--- config.mk ---
export PLATFORM = sky130hd
export DESIGN_NAME = sha256_stream_hasher_unit
export DESIGN_NICKNAME = d
export VERILOG_FILES = /design/src/hw/rtl/shash_pkg.sv /design/src/hw/rtl/sha256_stream_hasher_unit.sv
export SDC_FILE = /design/constraint.sdc
export NUM_CORES = 2
export LEC_CHECK = 0
export BUFFER_PORTS_ARGS = -buffer_cell sky130_fd_sc_hd__buf_4
export CAP_MARGIN = 20
export CELL_PAD_IN_SITES_DETAIL_PLACEMENT = 1
export CELL_PAD_IN_SITES_GLOBAL_PLACEMENT = 2
export CORE_ASPECT_RATIO = 2
export CORE_MARGIN = 2
export CORE_UTILIZATION = 38
export CTS_BUF_LIST = sky130_fd_sc_hd__clkbuf_16
export DETAILED_ROUTE_END_ITERATION = 7
export GPL_TIMING_DRIVEN = 0
export MAX_ROUTING_LAYER = met4
export PLACE_DENSITY_LB_ADDON = 0.08
export SLEW_MARGIN = 15
export SYNTH_ARGS = -nofsm -noshare
export SYNTH_HDL_FRONTEND = slang
export SYNTH_SLANG_ARGS = --single-unit
--- constraint.sdc ---
create_clock -name clk_i -period 10.8 [get_ports clk_i]
set_input_delay 2.7 -clock clk_i [delete_from_list [all_inputs] [get_ports clk_i]]
set_output_delay 2.7 -clock clk_i [all_outputs]
set_load 0.01 [all_outputs]
--- src/hw/rtl/shash_pkg.sv ---
`timescale 1ns / 1ps
// ----------------------------------------------------------------------------
// SHA-256 stream hasher package
// Round constants, initial hash values, state encoding and the SHA-256
// rotate and sigma functions.
// ----------------------------------------------------------------------------
package shash_pkg;

  localparam int unsigned NumRounds = 64;
  localparam int unsigned NumWords  = 16;
  localparam int unsigned NumHash   = 8;

  localparam logic [7:0] PadByte = 8'h80;

  localparam logic [31:0] RoundK [NumRounds] = '{
    32'h428a2f98, 32'h71374491, 32'hb5c0fbcf, 32'he9b5dba5,
    32'h3956c25b, 32'h59f111f1, 32'h923f82a4, 32'hab1c5ed5,
    32'hd807aa98, 32'h12835b01, 32'h243185be, 32'h550c7dc3,
    32'h72be5d74, 32'h80deb1fe, 32'h9bdc06a7, 32'hc19bf174,
    32'he49b69c1, 32'hefbe4786, 32'h0fc19dc6, 32'h240ca1cc,
    32'h2de92c6f, 32'h4a7484aa, 32'h5cb0a9dc, 32'h76f988da,
    32'h983e5152, 32'ha831c66d, 32'hb00327c8, 32'hbf597fc7,
    32'hc6e00bf3, 32'hd5a79147, 32'h06ca6351, 32'h14292967,
    32'h27b70a85, 32'h2e1b2138, 32'h4d2c6dfc, 32'h53380d13,
    32'h650a7354, 32'h766a0abb, 32'h81c2c92e, 32'h92722c85,
    32'ha2bfe8a1, 32'ha81a664b, 32'hc24b8b70, 32'hc76c51a3,
    32'hd192e819, 32'hd6990624, 32'hf40e3585, 32'h106aa070,
    32'h19a4c116, 32'h1e376c08, 32'h2748774c, 32'h34b0bcb5,
    32'h391c0cb3, 32'h4ed8aa4a, 32'h5b9cca4f, 32'h682e6ff3,
    32'h748f82ee, 32'h78a5636f, 32'h84c87814, 32'h8cc70208,
    32'h90befffa, 32'ha4506ceb, 32'hbef9a3f7, 32'hc67178f2
  };

  localparam logic [31:0] InitH [NumHash] = '{
    32'h6a09e667, 32'hbb67ae85, 32'h3c6ef372, 32'ha54ff53a,
    32'h510e527f, 32'h9b05688c, 32'h1f83d9ab, 32'h5be0cd19
  };

  localparam logic [0:0] KindByte   = 1'b0;
  localparam logic [0:0] KindFinish = 1'b1;

  typedef enum logic [3:0] {
    ST_IDLE  = 4'b0001,
    ST_ROUND = 4'b0010,
    ST_FOLD  = 4'b0100,
    ST_OUT   = 4'b1000
  } state_e;

  function automatic logic [31:0] rotr(input logic [31:0] x, input int unsigned n);
    logic [31:0] r;
    r = (x >> n) | (x << (32 - n));
    return r;
  endfunction

  function automatic logic [31:0] big_sigma0(input logic [31:0] x);
    return rotr(x, 2) ^ rotr(x, 13) ^ rotr(x, 22);
  endfunction

  function automatic logic [31:0] big_sigma1(input logic [31:0] x);
    return rotr(x, 6) ^ rotr(x, 11) ^ rotr(x, 25);
  endfunction

  function automatic logic [31:0] small_sigma0(input logic [31:0] x);
    return rotr(x, 7) ^ rotr(x, 18) ^ (x >> 3);
  endfunction

  function automatic logic [31:0] small_sigma1(input logic [31:0] x);
    return rotr(x, 17) ^ rotr(x, 19) ^ (x >> 10);
  endfunction

endpackage

--- src/hw/rtl/sha256_stream_hasher_unit.sv ---
`timescale 1ns / 1ps
// Timing: a byte transfer completes while idle; the 64th byte of a block starts
// 64 rounds of the shared round unit plus one fold of the chaining words.
// Finish: one padded block or two are compressed, then 8 digest transfers follow.
// Input stalls while a block is compressed or the digest is out; rounds run one per cycle.
// Reset: asynchronous, active low; chaining words return to the initial hash
// values, fill count and bit length to zero. The same happens after each digest.
// ----------------------------------------------------------------------------
// SHA-256 stream hasher
// Collects message bytes into a 16-word schedule window, runs the compression
// one round per cycle and emits the digest as eight 32-bit words.
// ----------------------------------------------------------------------------
module sha256_stream_hasher_unit (
  input  logic        clk_i,
  input  logic        rst_ni,
  input  logic        in_valid_i,
  output logic        in_stall_o,
  input  logic [0:0]  kind_i,
  input  logic [7:0]  msg_byte_i,
  output logic        out_valid_o,
  input  logic        out_stall_i,
  output logic [31:0] digest_word_o,
  output logic [2:0]  word_index_o,
  output logic        last_word_o
);
  import shash_pkg::*;

  state_e      state_q, state_d;
  logic [5:0]  fill_q, fill_d;
  logic [63:0] len_q, len_d;
  logic [5:0]  round_q, round_d;
  logic [2:0]  idx_q, idx_d;
  logic        finish_q, finish_d;
  logic        second_q, second_d;
  logic [31:0] h_q [NumHash];
  logic [31:0] h_d [NumHash];
  logic [31:0] s_q [NumHash];
  logic [31:0] s_d [NumHash];
  logic [31:0] w_q [NumWords];
  logic [31:0] w_d [NumWords];

  logic [31:0] hsum [NumHash];
  logic [31:0] pad_w [NumWords];
  logic [31:0] t1, t2, ch, maj, w_new;
  logic        in_xfer, out_xfer;
  logic [5:0]  pos;

  assign in_stall_o    = (state_q != ST_IDLE);
  assign in_xfer       = in_valid_i && !in_stall_o;
  assign out_valid_o   = (state_q == ST_OUT);
  assign out_xfer      = out_valid_o && !out_stall_i;
  assign digest_word_o = h_q[idx_q];
  assign word_index_o  = idx_q;
  assign last_word_o   = (idx_q == 3'd7);

  always_comb begin
    ch    = (s_q[4] & s_q[5]) ^ (~s_q[4] & s_q[6]);
    maj   = (s_q[0] & s_q[1]) ^ (s_q[0] & s_q[2]) ^ (s_q[1] & s_q[2]);
    t1    = s_q[7] + big_sigma1(s_q[4]) + ch + RoundK[round_q] + w_q[0];
    t2    = big_sigma0(s_q[0]) + maj;
    w_new = small_sigma1(w_q[14]) + w_q[9] + small_sigma0(w_q[1]) + w_q[0];
    for (int i = 0; i < NumHash; i++) begin
      hsum[i] = h_q[i] + s_q[i];
    end
  end

  // Pad a copy of the partial block: bytes below the fill count, 0x80, zeros, and the length if it fits.
  always_comb begin
    for (int j = 0; j < NumWords; j++) begin
      for (int b = 0; b < 4; b++) begin
        pos = {4'(j), 2'(b)};
        if (pos < fill_q) begin
          pad_w[j][31-8*b -: 8] = w_q[j][31-8*b -: 8];
        end else if (pos == fill_q) begin
          pad_w[j][31-8*b -: 8] = PadByte;
        end else begin
          pad_w[j][31-8*b -: 8] = 8'h00;
        end
      end
    end
    if (fill_q < 6'd56) begin
      pad_w[14] = len_q[63:32];
      pad_w[15] = len_q[31:0];
    end
  end

  always_comb begin
    state_d  = state_q;
    fill_d   = fill_q;
    len_d    = len_q;
    round_d  = round_q;
    idx_d    = idx_q;
    finish_d = finish_q;
    second_d = second_q;
    h_d      = h_q;
    s_d      = s_q;
    w_d      = w_q;
    case (state_q)
      ST_IDLE: begin
        if (in_xfer) begin
          s_d     = h_q;
          round_d = '0;
          if (kind_i == KindFinish) begin
            w_d      = pad_w;
            second_d = (fill_q >= 6'd56);
            finish_d = 1'b1;
            state_d  = ST_ROUND;
          end else begin
            w_d[fill_q[5:2]][31-8*fill_q[1:0] -: 8] = msg_byte_i;
            fill_d = fill_q + 6'd1;
            len_d  = len_q + 64'd8;
            if (fill_q == 6'd63) begin
              state_d = ST_ROUND;
            end
          end
        end
      end
      ST_ROUND: begin
        s_d[7] = s_q[6];
        s_d[6] = s_q[5];
        s_d[5] = s_q[4];
        s_d[4] = s_q[3] + t1;
        s_d[3] = s_q[2];
        s_d[2] = s_q[1];
        s_d[1] = s_q[0];
        s_d[0] = t1 + t2;
        for (int i = 0; i < NumWords - 1; i++) begin
          w_d[i] = w_q[i+1];
        end
        w_d[NumWords-1] = w_new;
        round_d = round_q + 6'd1;
        if (round_q == 6'd63) begin
          state_d = ST_FOLD;
        end
      end
      ST_FOLD: begin
        h_d = hsum;
        if (!finish_q) begin
          state_d = ST_IDLE;
        end else if (second_q) begin
          for (int i = 0; i < NumWords; i++) begin
            w_d[i] = '0;
          end
          w_d[14]  = len_q[63:32];
          w_d[15]  = len_q[31:0];
          s_d      = hsum;
          round_d  = '0;
          second_d = 1'b0;
          state_d  = ST_ROUND;
        end else begin
          idx_d   = '0;
          state_d = ST_OUT;
        end
      end
      ST_OUT: begin
        if (out_xfer) begin
          idx_d = idx_q + 3'd1;
          if (idx_q == 3'd7) begin
            h_d      = InitH;
            fill_d   = '0;
            len_d    = '0;
            finish_d = 1'b0;
            state_d  = ST_IDLE;
          end
        end
      end
      default: begin
        state_d = ST_IDLE;
      end
    endcase
  end

  always_ff @(posedge clk_i or negedge rst_ni) begin
    if (!rst_ni) begin
      state_q  <= ST_IDLE;
      fill_q   <= '0;
      len_q    <= '0;
      round_q  <= '0;
      idx_q    <= '0;
      finish_q <= 1'b0;
      second_q <= 1'b0;
      h_q      <= InitH;
    end else begin
      state_q  <= state_d;
      fill_q   <= fill_d;
      len_q    <= len_d;
      round_q  <= round_d;
      idx_q    <= idx_d;
      finish_q <= finish_d;
      second_q <= second_d;
      h_q      <= h_d;
    end
  end

  always_ff @(posedge clk_i) begin
    s_q <= s_d;
    w_q <= w_d;
  end

endmodule

==> metrics.cfg, run 1 <==
[logic_synthesis]
yosysWarnings=0
syn_inst=8839
ys_top_cells_by_count=nand2_1, edfxtp_1, o21ai_0
ys_top_cells_by_area=edfxtp_1, nand2_1, ha_1
synth-edff-count=768
synth_nets=9450
yosysMostFrequentCell=nand2_1
netlist_area_um2=80560
ys_types=98
synth_area_leader_cell=edfxtp_1
yosys_register_bits=1106
avgSynthCellArea_um2=9.114
synth_top_area_share_pct=28.63
synth.yosys.seq_area_share_pct=39.34
synthFlopType=edfxtp_1
async_flop_share_pct=30.56

[clock_network]
cts_buffers=114
holdBufCountCts=0
ctsRootBufferMaster=clkbuf_16
ctsHtreeMaxLevel=3
cts_sinks=1106
cts_buffer_depth=3
cts_setup_buffers=0

[outcome]
status=stopped before the end
stop_stage=global routing (5_1_grt)
error=[ERROR GRT-0116] Global routing finished with congestion. Check the congestion regions in the DRC Viewer.

[place]
port-buffer-count=49
dp_hpwl_um=450300
pre_cts_ws_ps=-1404
place_congestion=1.088
dpl_cell_area_um2=87530

[floorplanning]
fp.dieH_um=655.1
ios=51
dieWidth_um=329.6
initial_utilization_pct=38.10
row_count=239

[global_route]
grt_overflow=2
grtUsageTotal_pct=56.67
grt_pass1_vias=89548
grt_max_degree=80
grt_pass1_wl_um=808500

==> metrics by stage <==
stage                     cells  hold slack, ps  utilization, %
after CTS                 12030           499.6           43.20
after detailed placement  11817           488.8           41.40
after global placement    11659           482.8           39.92
after floorplan            8839           450.0               -
==> logic make-up after synthesis <==
family          count (synthesis)  synth area share [%]
buf+inv                       960                 4.484
fa+ha+maj                     628                 11.48
simple gates                 2755                 14.77
mux                           162                 3.119
compound gates               2632                 20.31
flops                        1106                 39.34
xor+xnor                      596                 6.506
==> routing by layer <==
layer  GRT overflow  track usage (%)
met5              -                -
met4              0            71.34
met3              0            16.98
met2              2            88.23
met1              0            49.24
==> what timing repair did <==
action / 4_1_cts
setup endpoints to repair: 22
pin swaps: 1
hold endpoints to repair: 0
gates resized for setup: 38
==> inputs of run 2 (changes only) <==
==> config.mk (replaced) <==
export PLATFORM = sky130hd
export DESIGN_NAME = sha256_stream_hasher_unit
export DESIGN_NICKNAME = d
export VERILOG_FILES = /design/src/hw/rtl/shash_pkg.sv /design/src/hw/rtl/sha256_stream_hasher_unit.sv
export SDC_FILE = /design/constraint.sdc
export NUM_CORES = 2
export LEC_CHECK = 0
export BUFFER_PORTS_ARGS = -buffer_cell sky130_fd_sc_hd__buf_4
export CAP_MARGIN = 20
export CORE_MARGIN = 2
export CORE_UTILIZATION = 35
export DETAILED_ROUTE_END_ITERATION = 7
export GPL_TIMING_DRIVEN = 0
export PLACE_DENSITY_LB_ADDON = 0.15
export SLEW_MARGIN = 15
export SYNTH_ARGS = -nofsm -noshare
export SYNTH_HDL_FRONTEND = slang
export SYNTH_SLANG_ARGS = --single-unit
==> constraint.sdc (replaced) <==
create_clock -name clk_i -period 14 [get_ports clk_i]
set_input_delay 3.5 -clock clk_i [delete_from_list [all_inputs] [get_ports clk_i]]
set_output_delay 3.5 -clock clk_i [all_outputs]
set_load 0.01 [all_outputs]
==> run 2 against run 1 <==
The flow now finishes, with violations (DRC). Synthesized cell count unchanged. Area after synthesis unchanged.
==> metrics.cfg, run 2 <==
[logic_synthesis]
async_flop_share_pct=30.56  ; unchanged
syn_inst=8839  ; unchanged
synth_nets=9450  ; unchanged
avgSynthCellArea_um2=9.114  ; unchanged
netlist_area_um2=80560  ; unchanged
yosysWarnings=0  ; unchanged
ys_top_cells_by_area=edfxtp_1, nand2_1, ha_1  ; unchanged
synth_top_area_share_pct=28.63  ; unchanged
synth-edff-count=768  ; unchanged
synth_area_leader_cell=edfxtp_1  ; unchanged
yosys_register_bits=1106  ; unchanged
ys_top_cells_by_count=nand2_1, edfxtp_1, o21ai_0  ; unchanged
yosysMostFrequentCell=nand2_1  ; unchanged
ys_types=98  ; unchanged
synth.yosys.seq_area_share_pct=39.34  ; unchanged
synthFlopType=edfxtp_1  ; unchanged

[global_route]
grt_use_met2_pct=58.40
grtUsageTotal_pct=37.84
grt_pass1_wl_um=614600
use_met1_pct=46.20
grt_overflow=0
grt_max_degree=91
antenna_found_initial=47
grt.busiest_layer=met2
grt_pass1_vias=74232
use_met3_pct=7.946

[critical_path]
worstPathArrival_ps=12550
crit_required_ps=14560
cp_slowest_stage_delay_ps=1000
worst-path-buf-inv=4
cp_top_family=compound AO/OA/AOI/OAI gates
critPathLaunchType=flop
crit_path_end_kind=flop
path_class=reg -> reg
cp_slowest_cell=nor2_1
cp_max_fo=14

[timing]
worst_slew_pin_slew_ps=1347
setup_viol=0
period_minus_slack_ps=11990
maxSlewViolCount=0
period_share_pct=85.66
skew_ps=48.52
max_freq_ghz=0.08338
slew_headroom_pct=9.233
hold_ws_ps=523.7
rsz0062_at_grt=false
hold_viol=0

[outcome]
status=finished with violations  ; was stopped before the end
violations=DRC

[clock_network]
ctsHtreeMaxLevel=4  ; was 3
cts_sinks=1106  ; unchanged
ctsResizeCount=0  ; was 38
cts_setup_buffers=0  ; unchanged
holdBufCountCts=0  ; unchanged
clkSlewWorstSetupHoldPaths_ps=60
cts_buffer_depth=3  ; unchanged
ctsRootBufferMaster=clkbuf_16  ; unchanged
cts_tree=built
clk_latency_ps=880
cts_buffers=142  ; was 114

[floorplanning]
row_count=176  ; was 239
core_area_um2=229500
ios=51  ; unchanged
dieArea_um2=234000
dieWidth_um=483.8  ; was 329.6 um
initial_utilization_pct=35.11  ; was 38.10%
fp.dieH_um=483.8  ; was 655.1 um

[finish]
largest_reg_flops=512
nFillCells=23333
mostFrequentLayoutCell=nand2_1
drive_gt1_share_pct=8.493
final_cell_mix=nand2_1, edfxtp_1, o21ai_0
design_area_um2=91060
regMostFlops=w_q
final_nets=9724
area_growth_pct=13.04
reg_top3=w_q (512), h_q (256), s_q (256)

[place]
dp_hpwl_um=354700  ; was 450300 um
port-buffer-count=49  ; unchanged
place_congestion=1.062  ; was 1.088
dpl_cell_area_um2=86200  ; was 87530 um2

[detailed_routing]
detail_route.wl_per_cell_um=37.18
avgViaCountPerCell=6.337
ant_nets=0
drt_iter0_drc=11318
route.detailed.drc=1
drtPass1Iterations=8
vias=77871
wl_um=456900

[min_path]
hold_class=reg -> reg

[flow_run]
maxCapViolCount=0

## run 2: cell counts after synthesis
No cell type changed its count.
## run 2: final timing paths
| path | from | to | slack [ps] | depth (start not counted) |
|---|---|---|---|---|
| max | round_q[0] | s_q[255] | 2010 | 31 |
| min | w_q[303] | w_q[335] | 520 | 2 |
| max reg2reg | round_q[0] | s_q[255] | 2010 | 31 |
| min reg2reg | w_q[303] | w_q[335] | 520 | 2 |
| max in group asynchronous | rst_ni | len_q[3] | 9620 | 4 |
| min in group asynchronous | rst_ni | h_q[227] | 2640 | 1 |
## run 2: logic make-up after synthesis
logic type	after synthesis	share of synthesized area, %
and+or+nand+nor	2755	14.77
AOI/OAI and AO/OA	2632	20.31
DFF	1106	39.34
buffers and inverters	960	4.484
adders and majority gates	628	11.48
xor gates and xnor gates	596	6.506
muxes	162	3.119
## run 2: metal layers
layer  vias to the layer above  wire length (um)
met5                         -               115
met4                        14             42040
met3                      1320             43880
met2                      5222            200300
met1                     38923            170600
li1                      32392                 -
## run 2: cell type report
| class | instances | area [um2] | share of cell area (%) |
|---|---|---|---|
| flip-flops and latches | 1106 | 31690 | 34.80 |
| clock inverters | 63 | 713.2 | 0.7832 |
| well taps | 3026 | 3786 | 4.158 |
| multi-input cells | 6773 | 45410 | 49.87 |
| repair buffers | 130 | 1643 | 1.804 |
| diodes | 31 | 77.57 | 0.08519 |
| clock buffers | 199 | 3969 | 4.358 |
| inverters | 431 | 1618 | 1.777 |
| plain buffers | 529 | 2152 | 2.363 |
## run 2: tightest hold or removal path, stage by stage, from the launching register on
cell	delay, ps
edfxtp_1	320
nand2_1	40
o21ai_0	60
## run 2: stage by stage
| step | setup TNS, ps | instances | util (%) | worst slack (ps) |
|---|---|---|---|---|
| after detailed placement | 0 | 11984 | 37.56 | 2492 |
| after global routing | 0 | 12263 | 39.66 | 1865 |
| after CTS | 0 | 12246 | 39.60 | 2458 |
| after floorplan | 0 | 8839 | - | 4420 |
| after global placement | -85690 | 11914 | 36.92 | -1783 |
| final | 0 | 12288 | 39.68 | 2007 |
Power of run 2 is left out: the tool's default activity adds up to more than one toggle a clock period on the data nets, which glitch-free logic cannot reach.
